[config.mk]
export PLATFORM = sky130hd
export DESIGN_NAME = button_press_classifier_top_flat
export DESIGN_NICKNAME = d
export VERILOG_FILES = /design/src/hw/rtl/bpc_pkg.sv /design/src/hw/rtl/bpc_chan_if.sv /design/src/hw/rtl/button_press_classifier_top.sv /design/src/hw/rtl/bpc_lane.sv /design/src/hw/rtl/bpc_merge.sv /design/src/flat_wrapper.sv
export SDC_FILE = /design/constraint.sdc
export NUM_CORES = 1
export LEC_CHECK = 0
export BUFFER_PORTS_ARGS = -buffer_cell sky130_fd_sc_hd__buf_2
export CORE_MARGIN = 5
export CORE_UTILIZATION = 61
export DETAILED_ROUTE_END_ITERATION = 7
export PLACE_DENSITY_LB_ADDON = 0.15
export SLEW_MARGIN = 20
export SYNTH_ARGS = -nofsm -noshare
export SYNTH_HDL_FRONTEND = slang
export SYNTH_SLANG_ARGS = --single-unit
[constraint.sdc]
create_clock -name clock -period 12.05 [get_ports clock]
set_input_delay 1.205 -clock clock [delete_from_list [all_inputs] [get_ports clock]]
set_output_delay 1.205 -clock clock [all_outputs]
set_load 0.03 [all_outputs]
[src/hw/rtl/bpc_pkg.sv]
`timescale 1ns / 1ps
// ----------------------------------------------------------------------------
// bpc_pkg
// shared types and constants of the button press classifier
// ----------------------------------------------------------------------------
package bpc_pkg;

   localparam int MAX_BUTTONS = 3;
   localparam int NUM_BUTTONS = 3;
   localparam int CNT_W       = 16;
   localparam int CSR_IDX_W   = 2;

   localparam logic [CNT_W-1:0] CNT_MAX = {CNT_W{1'b1}};

   localparam logic [CNT_W-1:0] DEBOUNCE_RST    = CNT_W'(50);
   localparam logic [CNT_W-1:0] RELEASE_RST     = CNT_W'(100);
   localparam logic [CNT_W-1:0] LONG_PRESS_RST  = CNT_W'(1000);
   localparam logic [CNT_W-1:0] DOUBLE_LONG_RST = CNT_W'(1500);

   typedef enum logic [CSR_IDX_W-1:0] {
      CSR_DEBOUNCE    = 2'd0,
      CSR_RELEASE     = 2'd1,
      CSR_LONG_PRESS  = 2'd2,
      CSR_DOUBLE_LONG = 2'd3
   } csr_idx_type;

   typedef enum logic [1:0] {
      EV_NONE   = 2'd0,
      EV_SHORT  = 2'd1,
      EV_LONG   = 2'd2,
      EV_DOUBLE = 2'd3
   } event_type;

   typedef enum logic [6:0] {
      PH_WAIT  = 7'b0000001,
      PH_PRE   = 7'b0000010,
      PH_LCMP  = 7'b0000100,
      PH_SHORT = 7'b0001000,
      PH_LONG  = 7'b0010000,
      PH_DBL   = 7'b0100000,
      PH_END   = 7'b1000000
   } phase_type;

   typedef struct packed {
      logic [CNT_W-1:0] debounce_ticks;
      logic [CNT_W-1:0] release_ticks;
      logic [CNT_W-1:0] long_press_ticks;
      logic [CNT_W-1:0] double_long_ticks;
   } cfg_type;

endpackage

[src/hw/rtl/bpc_chan_if.sv]
`timescale 1ns / 1ps
// ----------------------------------------------------------------------------
// bpc channel interfaces
// valid/ready channels for poll tick words and event words
// ----------------------------------------------------------------------------
interface bpc_req_if;
   logic valid;
   logic ready;
   logic pressed_0;
   logic pressed_1;
   logic pressed_2;

   modport source (output valid, output pressed_0, output pressed_1, output pressed_2,
                   input ready);
   modport sink (input valid, input pressed_0, input pressed_1, input pressed_2,
                 output ready);
endinterface

interface bpc_rsp_if;
   logic       valid;
   logic       ready;
   logic [1:0] event_0;
   logic [1:0] event_1;
   logic [1:0] event_2;

   modport source (output valid, output event_0, output event_1, output event_2,
                   input ready);
   modport sink (input valid, input event_0, input event_1, input event_2,
                 output ready);
endinterface

[src/hw/rtl/button_press_classifier_top.sv]
`timescale 1ns / 1ps
// ----------------------------------------------------------------------------
// button_press_classifier_top
// output: an accepted tick word yields its event word from the merge output register
// throughput: one tick word per cycle while the event channel takes each word, set by the single output register
// reset: synchronous; every button returns to waiting with cleared counters
// and the thresholds return to 50, 100, 1000 and 1500 ticks
// ----------------------------------------------------------------------------
module button_press_classifier_top
   import bpc_pkg::*;
(
   input  logic                 clock,
   input  logic                 reset,
   input  logic                 csr_wr_en,
   input  logic [CSR_IDX_W-1:0] csr_index,
   input  logic [CNT_W-1:0]     csr_wdata,
   bpc_req_if.sink              req_chan,
   bpc_rsp_if.source            rsp_chan
);

   cfg_type   cfg_ff;
   logic      advance;
   logic      merge_ready;
   logic      down [MAX_BUTTONS];
   event_type ev [MAX_BUTTONS];

   always_ff @(posedge clock) begin
      if (reset) begin
         cfg_ff.debounce_ticks    <= DEBOUNCE_RST;
         cfg_ff.release_ticks     <= RELEASE_RST;
         cfg_ff.long_press_ticks  <= LONG_PRESS_RST;
         cfg_ff.double_long_ticks <= DOUBLE_LONG_RST;
      end else if (csr_wr_en) begin
         case (csr_idx_type'(csr_index))
            CSR_DEBOUNCE:    cfg_ff.debounce_ticks    <= csr_wdata;
            CSR_RELEASE:     cfg_ff.release_ticks     <= csr_wdata;
            CSR_LONG_PRESS:  cfg_ff.long_press_ticks  <= csr_wdata;
            CSR_DOUBLE_LONG: cfg_ff.double_long_ticks <= csr_wdata;
            default: begin
               cfg_ff <= cfg_ff;
            end
         endcase
      end
   end

   assign req_chan.ready = merge_ready;
   assign advance        = req_chan.valid && merge_ready;

   assign down[0] = req_chan.pressed_0;
   assign down[1] = req_chan.pressed_1;
   assign down[2] = req_chan.pressed_2;

   for (genvar b = 0; b < MAX_BUTTONS; b++) begin : g_lane
      if (b < NUM_BUTTONS) begin : g_on
         bpc_lane u_lane (
            .clock     (clock),
            .reset     (reset),
            .cfg_i     (cfg_ff),
            .advance_i (advance),
            .down_i    (down[b]),
            .event_o   (ev[b])
         );
      end else begin : g_off
         assign ev[b] = EV_NONE;
      end
   end

   bpc_merge u_merge (
      .clock     (clock),
      .reset     (reset),
      .advance_i (advance),
      .ev_i      (ev),
      .ready_o   (merge_ready),
      .rsp_chan  (rsp_chan)
   );

endmodule

[src/hw/rtl/bpc_lane.sv]
`timescale 1ns / 1ps
// ----------------------------------------------------------------------------
// bpc_lane
// per-button press classifier state machine with saturating counters
// ----------------------------------------------------------------------------
module bpc_lane
   import bpc_pkg::*;
(
   input  logic      clock,
   input  logic      reset,
   input  cfg_type   cfg_i,
   input  logic      advance_i,
   input  logic      down_i,
   output event_type event_o
);

   phase_type        phase_ff, phase_in;
   logic [CNT_W-1:0] press_ff, press_in;
   logic [CNT_W-1:0] release_ff, release_in;
   logic [CNT_W-1:0] press_inc;
   logic [CNT_W-1:0] release_inc;

   assign press_inc   = (press_ff == CNT_MAX) ? press_ff : press_ff + CNT_W'(1);
   assign release_inc = (release_ff == CNT_MAX) ? release_ff : release_ff + CNT_W'(1);

   always_comb begin
      phase_in   = phase_ff;
      press_in   = press_ff;
      release_in = release_ff;
      event_o    = EV_NONE;
      case (phase_ff)
         PH_WAIT: begin
            if (down_i) begin
               press_in = press_inc;
               if (press_inc >= cfg_i.debounce_ticks) begin
                  phase_in = PH_PRE;
                  press_in = '0;
               end
            end
         end
         PH_PRE: begin
            if (down_i) begin
               press_in = press_inc;
               if (press_inc >= cfg_i.long_press_ticks) begin
                  phase_in   = PH_LCMP;
                  press_in   = '0;
                  release_in = '0;
               end
            end else begin
               release_in = release_inc;
               if (release_inc >= cfg_i.release_ticks) begin
                  phase_in   = PH_SHORT;
                  release_in = '0;
               end
            end
         end
         PH_LCMP: begin
            if (down_i) begin
               press_in = press_inc;
               if (press_inc >= cfg_i.double_long_ticks) begin
                  phase_in = PH_DBL;
                  press_in = '0;
               end
            end else begin
               release_in = release_inc;
               if (release_inc >= cfg_i.release_ticks) begin
                  phase_in   = PH_LONG;
                  release_in = '0;
               end
            end
         end
         PH_SHORT: begin
            event_o  = EV_SHORT;
            phase_in = PH_END;
         end
         PH_LONG: begin
            event_o  = EV_LONG;
            phase_in = PH_END;
         end
         PH_DBL: begin
            event_o  = EV_DOUBLE;
            phase_in = PH_END;
         end
         PH_END: begin
            if (!down_i) begin
               phase_in = PH_WAIT;
            end
         end
         default: begin
            phase_in = phase_ff;
         end
      endcase
   end

   always_ff @(posedge clock) begin
      if (reset) begin
         phase_ff   <= PH_WAIT;
         press_ff   <= '0;
         release_ff <= '0;
      end else if (advance_i) begin
         phase_ff   <= phase_in;
         press_ff   <= press_in;
         release_ff <= release_in;
      end
   end

endmodule

[src/hw/rtl/bpc_merge.sv]
`timescale 1ns / 1ps
// ----------------------------------------------------------------------------
// bpc_merge
// collects the lane events into one registered event word
// ----------------------------------------------------------------------------
module bpc_merge
   import bpc_pkg::*;
(
   input  logic      clock,
   input  logic      reset,
   input  logic      advance_i,
   input  event_type ev_i [MAX_BUTTONS],
   output logic      ready_o,
   bpc_rsp_if.source rsp_chan
);

   logic      valid_ff;
   event_type ev_ff [MAX_BUTTONS];

   // output stage frees up in the same cycle it is drained
   assign ready_o = !valid_ff || rsp_chan.ready;

   always_ff @(posedge clock) begin
      if (reset) begin
         valid_ff <= 1'b0;
      end else if (advance_i) begin
         valid_ff <= 1'b1;
      end else if (rsp_chan.ready) begin
         valid_ff <= 1'b0;
      end
   end

   always_ff @(posedge clock) begin
      if (advance_i) begin
         ev_ff <= ev_i;
      end
   end

   assign rsp_chan.valid   = valid_ff;
   assign rsp_chan.event_0 = 2'(ev_ff[0]);
   assign rsp_chan.event_1 = 2'(ev_ff[1]);
   assign rsp_chan.event_2 = 2'(ev_ff[2]);

endmodule
[src/flat_wrapper.sv]
// flat-port wrapper written by rule: the top's interface ports become plain ports
module button_press_classifier_top_flat import bpc_pkg::*;
  (clock, reset, csr_wr_en, csr_index, csr_wdata, req_chan_valid, req_chan_pressed_0, req_chan_pressed_1, req_chan_pressed_2, req_chan_ready, rsp_chan_valid, rsp_chan_event_0, rsp_chan_event_1, rsp_chan_event_2, rsp_chan_ready);
  bpc_req_if req_chan_i ();
  bpc_rsp_if rsp_chan_i ();
  input  logic clock;
  input  logic reset;
  input  logic csr_wr_en;
  input  logic [CSR_IDX_W-1:0] csr_index;
  input  logic [CNT_W-1:0] csr_wdata;
  input wire logic [$bits(req_chan_i.valid)-1:0] req_chan_valid;
  input wire logic [$bits(req_chan_i.pressed_0)-1:0] req_chan_pressed_0;
  input wire logic [$bits(req_chan_i.pressed_1)-1:0] req_chan_pressed_1;
  input wire logic [$bits(req_chan_i.pressed_2)-1:0] req_chan_pressed_2;
  output wire logic [$bits(req_chan_i.ready)-1:0] req_chan_ready;
  output wire logic [$bits(rsp_chan_i.valid)-1:0] rsp_chan_valid;
  output wire logic [$bits(rsp_chan_i.event_0)-1:0] rsp_chan_event_0;
  output wire logic [$bits(rsp_chan_i.event_1)-1:0] rsp_chan_event_1;
  output wire logic [$bits(rsp_chan_i.event_2)-1:0] rsp_chan_event_2;
  input wire logic [$bits(rsp_chan_i.ready)-1:0] rsp_chan_ready;
  assign req_chan_i.valid = req_chan_valid;
  assign req_chan_i.pressed_0 = req_chan_pressed_0;
  assign req_chan_i.pressed_1 = req_chan_pressed_1;
  assign req_chan_i.pressed_2 = req_chan_pressed_2;
  assign req_chan_ready = req_chan_i.ready;
  assign rsp_chan_valid = rsp_chan_i.valid;
  assign rsp_chan_event_0 = rsp_chan_i.event_0;
  assign rsp_chan_event_1 = rsp_chan_i.event_1;
  assign rsp_chan_event_2 = rsp_chan_i.event_2;
  assign rsp_chan_i.ready = rsp_chan_ready;
  button_press_classifier_top u_core (.clock(clock), .reset(reset), .csr_wr_en(csr_wr_en), .csr_index(csr_index), .csr_wdata(csr_wdata), .req_chan(req_chan_i), .rsp_chan(rsp_chan_i));
endmodule
# Word level (Yosys, flattened, before mapping)
# Index checks and enable logic that the tools add are counted.
# totals
reg_bits	188
inputBits	26
# classes
add_sub_neg	6
n_lt_le_gt_ge	12
n_eq_ne	60
muxes	77
n_reduce_logical	30
# ops
cell	n
$mux W16	36
$ge A16 B16 Y1	12
$mux W7	27
$pmux W16 S3	3
$pmux W7 S5	3
$add A16 B1 Y16 const B	6
$eq A16 B16 Y1 const B	6
$pmux W16 S2	3
$ne A2 B2 Y1 const B	18
$ne A3 B3 Y1 const B	12
$reduce_and A9 Y1	3
$eq A7 B1 Y1 const B	3
$eq A7 B2 Y1 const B	3
$eq A7 B3 Y1 const B	3
$eq A7 B4 Y1 const B	3
$eq A7 B5 Y1 const B	3
$eq A7 B6 Y1 const B	3
$eq A7 B7 Y1 const B	3
$pmux W2 S3	3
$reduce_and A5 Y1	3
$reduce_bool A5 Y1	3
$reduce_and A4 Y1	3
$reduce_bool A3 Y1	3
$reduce_or A3 Y1	3
other kinds (9)	17

# Logic depth before layout (Yosys ltp)
# Gate-level depths: netlist (run 1).
# depth
ltp_word	6
depth_mapped	20
ltp_nobuf	16

# By module
# A second synthesis (run 1) with hierarchy kept.
# hier_totals
hier_cells	1893
area_unflattened_um2	15283.4
# modules_own_cells
mod	instances	cells_per_inst	area_each_um2	seq_area_each_um2
bpc_lane (u_core.g_lane[1].g_on.u_lane)	1	580	4257.8	780.7
bpc_lane (u_core.g_lane[2].g_on.u_lane)	1	539	4162.7	780.7
bpc_lane (u_core.g_lane[0].g_on.u_lane)	1	518	4042.6	780.7
button_press_classifier_top	1	246	2593.7	1281.2
bpc_merge	1	10	226.5	200.2

# Worst setup path after synthesis (run 1)
# Ideal clock, no wire load.
# synth_path
path_type	reg2reg
start	register u_core.g_lane[2].g_on.u_lane.press_ff[2]
end	register u_core.g_lane[2].g_on.u_lane.press_ff[10]
t_arrival_ns	3.895
required_ns	11.933
slack_ns	8.038
stages_incl_launch_ff	21
path_buffers	4
synth_period_minus_slack_ns	4.012
cell_sequence	dfxtp_1 buf_2 and4_1 and3_1 buf_4 nand3_1 or3_1 buf_4 nand4_1 or2_2 nand2_1 ha_1 and4_1 o21ai_0 or4_1 a21oi_1 o32a_1 a21boi_2 buf_2 nor2_1 a32o_1
# synth_via
elab_chain_len	6
word_cells_on_any_way	13
cone_classes	1 x add/sub; 3 x order compare; 1 x eq/ne; 8 x mux
# synth_lines
item	line	source
start: declaration	bpc_lane.sv:18	logic [CNT_W-1:0] press_ff, press_in;
start signal: assignment	bpc_lane.sv:102	press_ff <= press_in;
$add A16 B1 Y16 / $eq A16 B16 Y1 (equally long branches)	bpc_lane.sv:23	assign press_inc = (press_ff == CNT_MAX) ? press_ff : press_ff + CNT_W'(1);
$mux W16 (*)	bpc_lane.sv:23	
$ge A16 B16 Y1, on equally long branches	bpc_lane.sv:60, bpc_lane.sv:35, bpc_lane.sv:44	
$mux W16, on equally long branches	bpc_lane.sv:60, bpc_lane.sv:35, bpc_lane.sv:44	
$mux W16, on equally long branches	bpc_lane.sv:58, bpc_lane.sv:33, bpc_lane.sv:42	
$pmux W16 S3 (*)	bpc_lane.sv:31	case (phase_ff)
# Every way passes the cells marked *; elsewhere a longest branch is shown, timed or not. The select of a mux whose other input is x is not followed.
# A chain may end at the register's enable or synchronous reset.

# Final worst setup path (run 1)
# layout_path
start	register u_core.g_lane[0].g_on.u_lane.press_ff[6]
end	register u_core.g_lane[0].g_on.u_lane.press_ff[10]
# layout_via
elab_chain_len	6
word_cells_on_any_way	13
cone_classes	1 x add/sub; 3 x order compare; 1 x eq/ne; 8 x mux
# layout_lines
item	line
start: declaration	bpc_lane.sv:18
start signal: assignment	bpc_lane.sv:102
$add A16 B1 Y16 / $eq A16 B16 Y1 (equally long branches)	bpc_lane.sv:23
$mux W16 (*)	bpc_lane.sv:23
$ge A16 B16 Y1, on equally long branches	bpc_lane.sv:60, bpc_lane.sv:35, bpc_lane.sv:44
$mux W16, on equally long branches	bpc_lane.sv:60, bpc_lane.sv:35, bpc_lane.sv:44
$mux W16, on equally long branches	bpc_lane.sv:58, bpc_lane.sv:33, bpc_lane.sv:42
$pmux W16 S3 (*)	bpc_lane.sv:31
# Marked as above.

==> impl_metrics.tcl, run 1 <==
set metrics [dict create \
    rows 55 \
    synth_top_area_share_pct 26.4 \
    final_hold_viol_count 0 \
    total_power_mw 1.37 \
    async_flop_share_pct 0 \
    fin_area_um2 14700 \
    clk-insertion-delay-late_ns 0.46 \
    place.gp.congestion 0.972 \
    nets 1938 \
    max_slew_margin_pct 42.8 \
    grt_max_degree 66 \
    start_util_pct 61.4 \
    maxSlewViolCount 0 \
    groute.usage.overall_pct 29.3 \
    ir_drop_v 0.0000757 \
    worst_pin_slew_ns 0.858 \
    maxCapViolations 0 \
    yosys_most_used_dff "dfxtp_1" \
    setup_viol 0 \
    reg2reg_to "u_core.g_lane[0].g_on.u_lane.press_ff[10]$_SDFFE_PP0P_" \
    vias_per_cell 6.32 \
    dieArea_um2 25800 \
    pin_count 34 \
    place_area_um2 14100 \
    critical_path_class "flop to flop" \
    arrival_ns 5.26 \
    finClkSkew_ns 0.0152 \
    synth_edf_count 6 \
    cp.required_ns 12.43 \
    cts.clk_slew.worst_paths_ns 0.08 \
    dp_hpwl_um 28600 \
    drc_errors 0 \
    finalSetupTns_ns 0 \
    yosysTopAreaCell "dfxtp_1" \
    synth_seq_cells 188 \
    ff2ff_setup_slack_ns 7.17 \
    status "complete, no violations" \
    drtPass1Iterations 6 \
    die_y_um 161 \
    syn-num-nets 1953 \
    path_max_fanout 19 \
    core_um2 22500 \
    post_cts_resized 0 \
    antenna_found_initial 2 \
    area_growth_pct 6.27 \
    final_common_cell "nand2_1" \
    layout-drive-gt1-share_pct 6.49 \
    diodes 0 \
    cts_sinks 188 \
    grt_pass1_wl_um 61100 \
    seq_area_frac_synth_pct 27.7 \
    tritoncts "yes" \
    ys_warn_count 0 \
    layout.cells.non_filler 2011 \
    clockRootBuffer "clkbuf_16" \
    place_inst 1980 \
    synthCells 1729 \
    post_cts_buffers 0 \
    clk_path_buf_depth 2 \
    startpoint "u_core.g_lane[0].g_on.u_lane.press_ff[6]$_SDFFE_PP0P_" \
    synth.area.top_cells "dfxtp_1 (26%), ha_1 (18%), nand2_1 (6.7%)" \
    p_leak_nw 6.25 \
    antenna_left 0 \
    rsz0062_at_grt "no" \
    worst_slack_ns 7.17 \
    grt.overflow.total 0 \
    max_freq_ghz 0.205 \
    cts_buffers 17 \
    p_per_area_nw_per_um2 93.5 \
    die_w_um 161 \
    syn_area_um2 13800 \
    wl_per_cell_um 19.3 \
    final_util_pct 65.2 \
    fin_hold_ws_ns 0.457 \
    layout_common_cells "nand2_1 (246), ha_1 (198), dfxtp_1 (182), a21oi_1 (172), nor2_1 (99)" \
    synthDistinctLibCells 79 \
    min_delay_path_depth 2 \
    dp_slack_ns 7.32 \
    hold-path-endpoint "u_core.cfg_ff[40]$_SDFFE_PP0P_" \
    min_from "u_core.cfg_ff[40]$_SDFFE_PP0P_" \
    holdBufCountCts 0 \
    period_minus_slack_ns 4.88 \
    end_kind "flop" \
    worstRegToRegCells 14 \
    r2r_start "u_core.g_lane[0].g_on.u_lane.press_ff[6]$_SDFFE_PP0P_" \
    vias 12700 \
    htreeDepth 4 \
    io_buffers 33 \
    drt_iter0_drc 1053 \
    grt_pass1_vias 11800 \
    start_kind "flop" \
    routed_wl_um 38800 \
    avgSynthCellArea_um2 7.99 \
    finalCritPeriodShare_pct 40.5 \
    hold_path.class "flop to flop" \
]
worst max-delay path by stage:
stage | endpoint | slack (ns) | cells after the start
after detailed placement | u_core.g_lane[0].g_on.u_lane.release_ff[3]$_SDFFE_PP0P_ | 7.32 | 16
final | u_core.g_lane[0].g_on.u_lane.press_ff[10]$_SDFFE_PP0P_ | 7.17 | 14
after global placement | u_core.g_lane[2].g_on.u_lane.press_ff[14]$_SDFFE_PP0P_ | 7.43 | 14
after global routing | u_core.g_lane[0].g_on.u_lane.press_ff[10]$_SDFFE_PP0P_ | 6.70 | 14
after CTS | u_core.g_lane[0].g_on.u_lane.press_ff[10]$_SDFFE_PP0P_ | 7.27 | 14
after floorplan | u_core.g_lane[2].g_on.u_lane.press_ff[10]$_SDFFE_PP0P_ | 8.04 | 20
logic make-up after synthesis:
group / after synthesis / share of synthesized area, %
xor+xnor: 79 / 5.01
mux: 23 / 1.76
compound gates: 417 / 19.1
simple gates: 667 / 23.9
fa+ha+maj: 198 / 17.9
buf+inv: 157 / 4.63
flops: 188 / 27.7
metal layers:
layer | vias up | GRT usage (%) | wire length [µm]
li1 | 6252 | - | -
met3 | 111 | 4.49 | 2400
met4 | 2 | 14.3 | 1870
met1 | 5936 | 37.1 | 16500
met5 | - | 0 | 15
met2 | 415 | 48.9 | 18100
critical path: stages (launching register included):
cell and delay, ns:
dfxtp_1 0.46, nand4_1 0.22, nor4_1 0.71, nand3_1 0.51
nand2_1 0.34, nor2_1 0.10, xnor2_1 0.31, ha_1 0.32
nand4_1 0.13, nor3_1 0.08, a211oi_1 0.40, nand2_1 0.12
o21ai_2 0.64, o21ai_0 0.28, a21oi_1 0.19
where the power goes:
part / internal, mW / leakage (nW) / switching (mW)
registers: 0.636 / 1.53 / 0.00857
logic: 0.0442 / 4.42 / 0.0991
clock network: 0.297 / 0.295 / 0.288
area by class of cell:
type / count / area (µm²)
clock buffer: 17 / 425
clock inverter: 14 / 180
fill: 1913 / 7820
inverter: 83 / 312
multi-input combinational: 1384 / 9370
sequential: 188 / 3820
tap: 285 / 357
timing repair buffer: 40 / 220
synthesized netlist by cell type, drive strengths merged (11+ instances only):
cell,instances
a21o,23
a21oi,173
a22o,11
a31oi,14
a32o,15
and2,11
and3,22
and4,14
buf,23
clkbuf,51
dfxtp,182
ha,198
inv,82
mux2i,13
nand2,247
nand2b,20
nand3,87
nand4,50
nor2,100
nor2b,17
nor3,40
o211ai,25
o21ai,78
o31ai,21
or4,11
xnor2,60
xor2,19
sequential cells by signal, summed over array words and instances, names as in the netlist:
register / cells
u_core.g_lane.g_on.u_lane.release_ff: 48
u_core.g_lane.g_on.u_lane.press_ff: 48
u_core.u_merge.rsp_chan.valid: 1
u_core.u_merge.rsp_chan.event_2: 2
u_core.g_lane.g_on.u_lane.phase_ff: 21
u_core.u_merge.rsp_chan.event_1: 2
u_core.cfg_ff: 64
u_core.u_merge.rsp_chan.event_0: 2
Power figures use the tool's default switching activity.
==> run 2, diff against run 1 <==
Settings changed: ABC_AREA set to 1.
Clock period 12.05 ns to 4.7 ns, I/O delays scaled along.
==> run 2 against run 1 <==
  * Total power rose to 4.7 times the previous value
  * Final area up 5.9%
  * Clock power up 150%
==> impl_metrics.tcl, run 2 <==
set metrics [dict create \
    yosysTopAreaCell "dfxtp_1" \
    power_frac_seq_pct 31.8 \
    rows 56 \
    path_max_fanout 17 \
    arrival_ns 4.11 \
    place_inst 2412 \
    crit_path_frequent_cell "nand2_1" \
    dp_hpwl_um 30100 \
    htreeDepth 4 \
    ir_drop_v 0.000222 \
    yosys_most_used_dff "dfxtp_1" \
    drtPass1Iterations 6 \
    largest_reg_flops 64 \
    p_sw_share_pct 45.4 \
    cts_sinks 188 \
    syn_area_um2 14600 \
    die_w_um 165 \
    power.switching_mw 2.94 \
    fin_hold_ws_ns 0.286 \
    clk_path_buf_depth 2 \
    drt_iter0_drc 1233 \
    antenna_found_initial 0 \
    worst_pin_slew_ns 1.05 \
    area_growth_pct 6.51 \
    setup_viol 0 \
    die_y_um 165 \
    m1WireLength_um 17600 \
    synth_edf_count 6 \
    wl_per_cell_um 16.1 \
    grt_pass1_wl_um 64500 \
    routed_wl_um 39300 \
    cts.clk_slew.worst_paths_ns 0.08 \
    worst_slack_ns 0.955 \
    crit_buf_inv 1 \
    finalCritPeriodShare_pct 79.7 \
    crit_slowest_cell "nor2_8" \
    dieArea_um2 27100 \
    top_regs "u_core.cfg_ff (64), u_core.g_lane.g_on.u_lane.press_ff (48), u_core.g_lane.g_on.u_lane.release_ff (48)" \
    finalSetupTns_ns 0 \
    clockRootBuffer "clkbuf_16" \
    layout-drive-gt1-share_pct 9.84 \
    synthDistinctLibCells 54 \
    start_util_pct 62.0 \
    total_power_mw 6.48 \
    syn-num-nets 2327 \
    place.gp.congestion 0.936 \
    synth.area.top_cells "dfxtp_1 (25%), ha_1 (17%), nand2_1 (13%)" \
    diodes 0 \
    p_comb_share_pct 45.6 \
    grt_max_degree 66 \
    post_cts_resized 0 \
    wl_met2_um 17900 \
    vias 13800 \
    ys_warn_count 0 \
    post_cts_buffers 0 \
    critical_path_class "flop to flop" \
    final_common_cell "nand2_1" \
    cts_buffers 17 \
    p_per_area_nw_per_um2 417 \
    grt.overflow.total 0 \
    layout.cells.non_filler 2443 \
    seq_area_frac_synth_pct 26.2 \
    synthCells 2103 \
    holdBufCountCts 0 \
    synth_top_area_share_pct 25.0 \
    top_register "u_core.cfg_ff" \
    pin_count 34 \
    grt_pass1_vias 12900 \
    maxCapViolations 0 \
    final_hold_viol_count 0 \
    finClkSkew_ns 0.0209 \
    max_freq_ghz 0.267 \
    dp_slack_ns 1.12 \
    status "complete, no violations" \
    vias_per_cell 5.64 \
    post-synth-top-count-cell "nand2_1" \
    highest_layer "met4" \
    synth_commonest_cells "nand2_1 (520), inv_1 (225), a21oi_1 (207), ha_1 (198), dfxtp_1 (182)" \
    p_leak_nw 7.41 \
    cpPeakStageDelay_ns 0.40 \
    rsz0062_at_grt "no" \
    groute.usage.overall_pct 29.5 \
    io_buffers 33 \
    avgSynthCellArea_um2 6.94 \
    antenna_left 0 \
    maxSlewViolCount 0 \
    end_kind "flop" \
    cp_top_family "simple AND/OR/NAND/NOR gates" \
    synth_seq_cells 188 \
    drc_errors 0 \
    layout_common_cells "nand2_1 (520), inv_1 (225), a21oi_1 (207), ha_1 (198), dfxtp_1 (182)" \
    crit_chain "ha_1, nand2_1, nor3_2, nand3_1, nor2_2, inv_2, nor2_1, nor2_1, ha_1, nand2_1, nor2_1, and2_1, nor2_1, nand2_1, nand2_1, nand3_1, nand2_2, nor2_8, nand2_1, a21oi_1" \
    async_flop_share_pct 0 \
    cp.required_ns 5.06 \
    max_slew_margin_pct 30.0 \
    clk-insertion-delay-late_ns 0.46 \
    clkPwrFrac_pct 22.6 \
    wl_met3_um 2430 \
    nets 2336 \
    tritoncts "yes" \
    n_fill_cell 2125 \
    start_kind "flop" \
    period_minus_slack_ns 3.74 \
    core_um2 23500 \
    p_int_mw 3.54 \
    hold_path.class "input pin to flop" \
]
## run 2: final timing paths
kind	startpoint	endpoint	slack, ns	cells after the start
setup / recovery	u_core.g_lane[0].g_on.u_lane.press_ff[1]$_SDFFE_PP0P_	u_core.g_lane[0].g_on.u_lane.release_ff[4]$_SDFFE_PP0P_	0.96	20
setup reg to reg	u_core.g_lane[0].g_on.u_lane.press_ff[1]$_SDFFE_PP0P_	u_core.g_lane[0].g_on.u_lane.release_ff[4]$_SDFFE_PP0P_	0.96	20
hold reg to reg	u_core.g_lane[1].g_on.u_lane.phase_ff[2]$_SDFFE_PP0P_	u_core.g_lane[1].g_on.u_lane.phase_ff[2]$_SDFFE_PP0P_	0.49	2
hold / removal	csr_wdata[1]	u_core.cfg_ff[49]$_SDFFE_PP1P_	0.29	3
## run 2: per-stage QoR
stage	area [µm²]	utilization, %
after floorplan	14600	-
after global placement	15000	63.6
after detailed placement	15000	63.6
after CTS	15500	66.0
after global routing	15500	66.0
final	15500	66.0
## run 2: tightest hold or removal path, cell delays in order
cell and delay [ns]:
buf_2 0.12, nand2_1 0.06, o211ai_1 0.06
## run 2: power groups by stage
stage / clock network [mW] / registers (mW) / logic [mW]
after CTS: 1.48 / 2.05 / 2.91
final: 1.46 / 2.06 / 2.96
after global routing: 1.55 / 2.09 / 3.37
after floorplan: 0 / 2.04 / 2.25
after detailed placement: 0 / 2.09 / 2.89
after global placement: 0 / 2.08 / 2.80
## run 2: final cells by class
type | count | area [µm²] | share of cell area [%]
timing repair buffer | 37 | 208 | 1.34
inverter | 242 | 908 | 5.84
sequential | 188 | 3820 | 24.6
multi-input combinational | 1626 | 9620 | 61.9
tap | 319 | 399 | 2.57
clock buffer | 19 | 464 | 2.99
clock inverter | 12 | 116 | 0.749
## run 2: cells by family after synthesis
family | after synthesis | share of synthesized area, %
mux | 1 | 0.0772
fa+ha+maj | 198 | 17.0
xor+xnor | 56 | 3.36
buf+inv | 289 | 7.85
simple gates | 952 | 29.5
compound gates | 419 | 16.1
flops | 188 | 26.2
## run 2: per-layer routing
| metal | up-vias | track usage (%) |
|---|---|---|
| met1 | 6266 | 39.7 |
| met4 | 0 | 10.3 |
| li1 | 6993 | - |
| met3 | 85 | 3.52 |
| met5 | - | 0 |
| met2 | 431 | 49.0 |
==> run 3, diff against run 2 <==
Settings changed: ABC_AREA 1 to 0, CORE_UTILIZATION 61 to 58.
Clock period 4.7 ns to 3.2 ns, I/O delays scaled along.
==> run 3 against run 2 <==
  * The flow now finishes with violations (negative setup slack)
  * Sequential power rose by 17%
  * Critical path type unchanged
  * Final area rose by 25%
  * Worst setup slack got worse by 1.9 ns
  * Highest routed layer unchanged
  * Critical path depth fell by 3
  * Via count increased by 13%
  * Clock skew down 0.0058 ns
  * Fmax down 9.5%
  * Total power is 16% lower
  * Die area decreased by 0.39%
  * Global-route usage rose by 6.8 points
==> impl_metrics.tcl, run 3 (synthesized netlist as in run 1, its figures left out) <==
set metrics [dict create \
    holdBufCountCts 0 \
    arrival_ns 4.45 \
    grt_pass1_wl_um 77600 \
    start_kind "flop" \
    top_regs "u_core.cfg_ff (64), u_core.g_lane.g_on.u_lane.press_ff (48), u_core.g_lane.g_on.u_lane.release_ff (48)" \
    groute.usage.overall_pct 36.3 \
    status "finished with violations" \
    drt_iter0_drc 1898 \
    diodes 0 \
    ff2ff_setup_slack_ns -0.94 \
    dieArea_um2 27000 \
    die_y_um 164 \
    worstRegToRegCells 17 \
    vias 15600 \
    p_leak_nw 8.46 \
    worst_pin_slew_ns 0.916 \
    largest_reg_flops 64 \
    violations "negative setup slack" \
    reg2reg_to "u_core.g_lane[2].g_on.u_lane.phase_ff[2]$_SDFFE_PP0P_" \
    grt_max_degree 65 \
    rsz0062_at_grt "yes" \
    antenna_left 0 \
    cts_buffers 17 \
    finalCritPeriodShare_pct 129 \
    area_growth_pct 40.6 \
    regArea_um2 3850 \
    worst_slack_ns -0.938 \
    drc_errors 0 \
    clockRootBuffer "clkbuf_16" \
    cts_sinks 188 \
    multi_input_area_um2 11200 \
    layout-drive-gt1-share_pct 34.6 \
    fin_hold_ws_ns 0.110 \
    final_common_cell "buf_4" \
    routed_wl_um 55100 \
    clk-insertion-delay-late_ns 0.47 \
    dp_hpwl_um 33700 \
    htreeDepth 4 \
    max_freq_ghz 0.242 \
    cts.clk_slew.worst_paths_ns 0.08 \
    drtPass1Iterations 8 \
    start_util_pct 58.9 \
    tritoncts "yes" \
    critical_path_class "flop to flop" \
    rows 56 \
    pin_count 34 \
    setup_viol 117 \
    startpoint "u_core.g_lane[2].g_on.u_lane.press_ff[4]$_SDFFE_PP0P_" \
    vias_per_cell 6.54 \
    p_per_area_nw_per_um2 281 \
    antenna_found_initial 0 \
    max_slew_margin_pct 38.9 \
    die_w_um 164 \
    r2r_start "u_core.g_lane[2].g_on.u_lane.press_ff[4]$_SDFFE_PP0P_" \
    grt.overflow.total 0 \
    io_buffers 33 \
    total_power_mw 5.45 \
    end_kind "flop" \
    top_register "u_core.cfg_ff" \
    clk_path_buf_depth 2 \
    core_um2 23500 \
    grt_pass1_vias 14800 \
    wl_per_cell_um 23.1 \
    layout_common_cells "buf_4 (293), nand2_1 (224), ha_1 (170), dfxtp_1 (163), a21oi_1 (144)" \
    finClkSkew_ns 0.0151 \
    maxCapViolations 0 \
    place.gp.congestion 0.962 \
    maxSlewViolCount 0 \
    nets 2278 \
    path_max_fanout 5 \
    final_hold_viol_count 0 \
    cp.required_ns 3.51 \
    ir_drop_v 0.000233 \
    critPathCapture "u_core.g_lane[2].g_on.u_lane.phase_ff[2]$_SDFFE_PP0P_" \
    min_delay_path_depth 3 \
    hold_path.class "input pin to flop" \
    period_minus_slack_ns 4.14 \
    n_fill_cell 1328 \
]
-- run 3: cell count changes in the layout (fill, tap and decap cells not counted), sizes merged, moves of 57 or more --
cell   change
nand2    -312
inv      -165
nor2      -96
buf      +338
o21ai     -57
a21oi     -66
-- run 3: cell type report --
| class | instances | area share, % |
|---|---|---|
| multi-input cells | 1386 | 57.7 |
| flip-flops and latches | 188 | 19.8 |
| repair buffers | 377 | 15.7 |
| clock buffers | 19 | 2.33 |
| well taps | 319 | 2.05 |
| inverters | 83 | 1.62 |
| clock inverters | 13 | 0.663 |
| repair inverters | 1 | 0.0258 |
-- run 3: critical path: stages, from the launching register on --
cell and delay, ns:
dfxtp_2 0.33, and4_4 0.22, and3_4 0.20, nand3_4 0.09, or3_4 0.45, nand4_1 0.24
xnor2_2 0.16, ha_1 0.34, and4_4 0.25, nand2_1 0.09, or4_4 0.44, o211ai_1 0.19
o32a_1 0.23, buf_4 0.12, o2111a_2 0.23, buf_12 0.13, mux2i_4 0.22, nor2_1 0.06
-- run 3: per-layer routing --
metal	wire length [µm]	track usage [%]	vias to the layer above
li1	-	-	6948
met1	19700	42.6	7248
met2	24900	60.1	1038
met3	5560	7.65	377
met4	4920	23.6	0
met5	0	0	-
-- run 3: worst min-delay path by stage --
stage                                         startpoint                                         end
final                                     req_chan_valid  u_core.u_merge.rsp_chan.valid$_SDFFE_PP0P_
after global routing                      req_chan_valid  u_core.u_merge.rsp_chan.valid$_SDFFE_PP0P_
after CTS                                 req_chan_valid  u_core.u_merge.rsp_chan.valid$_SDFFE_PP0P_
after detailed placement  u_core.cfg_ff[63]$_SDFFE_PP0P_              u_core.cfg_ff[63]$_SDFFE_PP0P_
after global placement    u_core.cfg_ff[63]$_SDFFE_PP0P_              u_core.cfg_ff[63]$_SDFFE_PP0P_
after floorplan           u_core.cfg_ff[11]$_SDFFE_PP0P_              u_core.cfg_ff[11]$_SDFFE_PP0P_
-- run 3: per-stage QoR --
step                setup TNS [ns]  cell area (µm²)  worst slack, ns  util, %  std cells
floorplan                   -21.96            14400           -0.616        -       1729
global placement            -58.16            16700           -0.716     71.1       2293
detailed placement          -64.55            16700           -0.775     71.1       2293
CTS                         -43.73            18700           -0.751     79.7       2370
global route                -83.60            19400           -0.974     82.8       2386
finish                      -72.87            19400           -0.938     82.8       2386
-- run 3: what timing repair did --
action / 4_1_cts / 5_1_grt
buffers inserted: 39 / 26
pin swaps: 108 / 83
cloned: 10 / 1
endpoints found under the setup margin: 117 / 117
gates resized for setup: 198 / 134
-- run 3: report_power, final --
| part | switching (mW) | internal, mW | leakage, nW |
|---|---|---|---|
| logic | 0.501 | 0.305 | 6.63 |
| clock network | 1.15 | 1.07 | 0.283 |
| registers | 0.0315 | 2.39 | 1.54 |
| total | 1.68 | 3.77 | 8.46 |
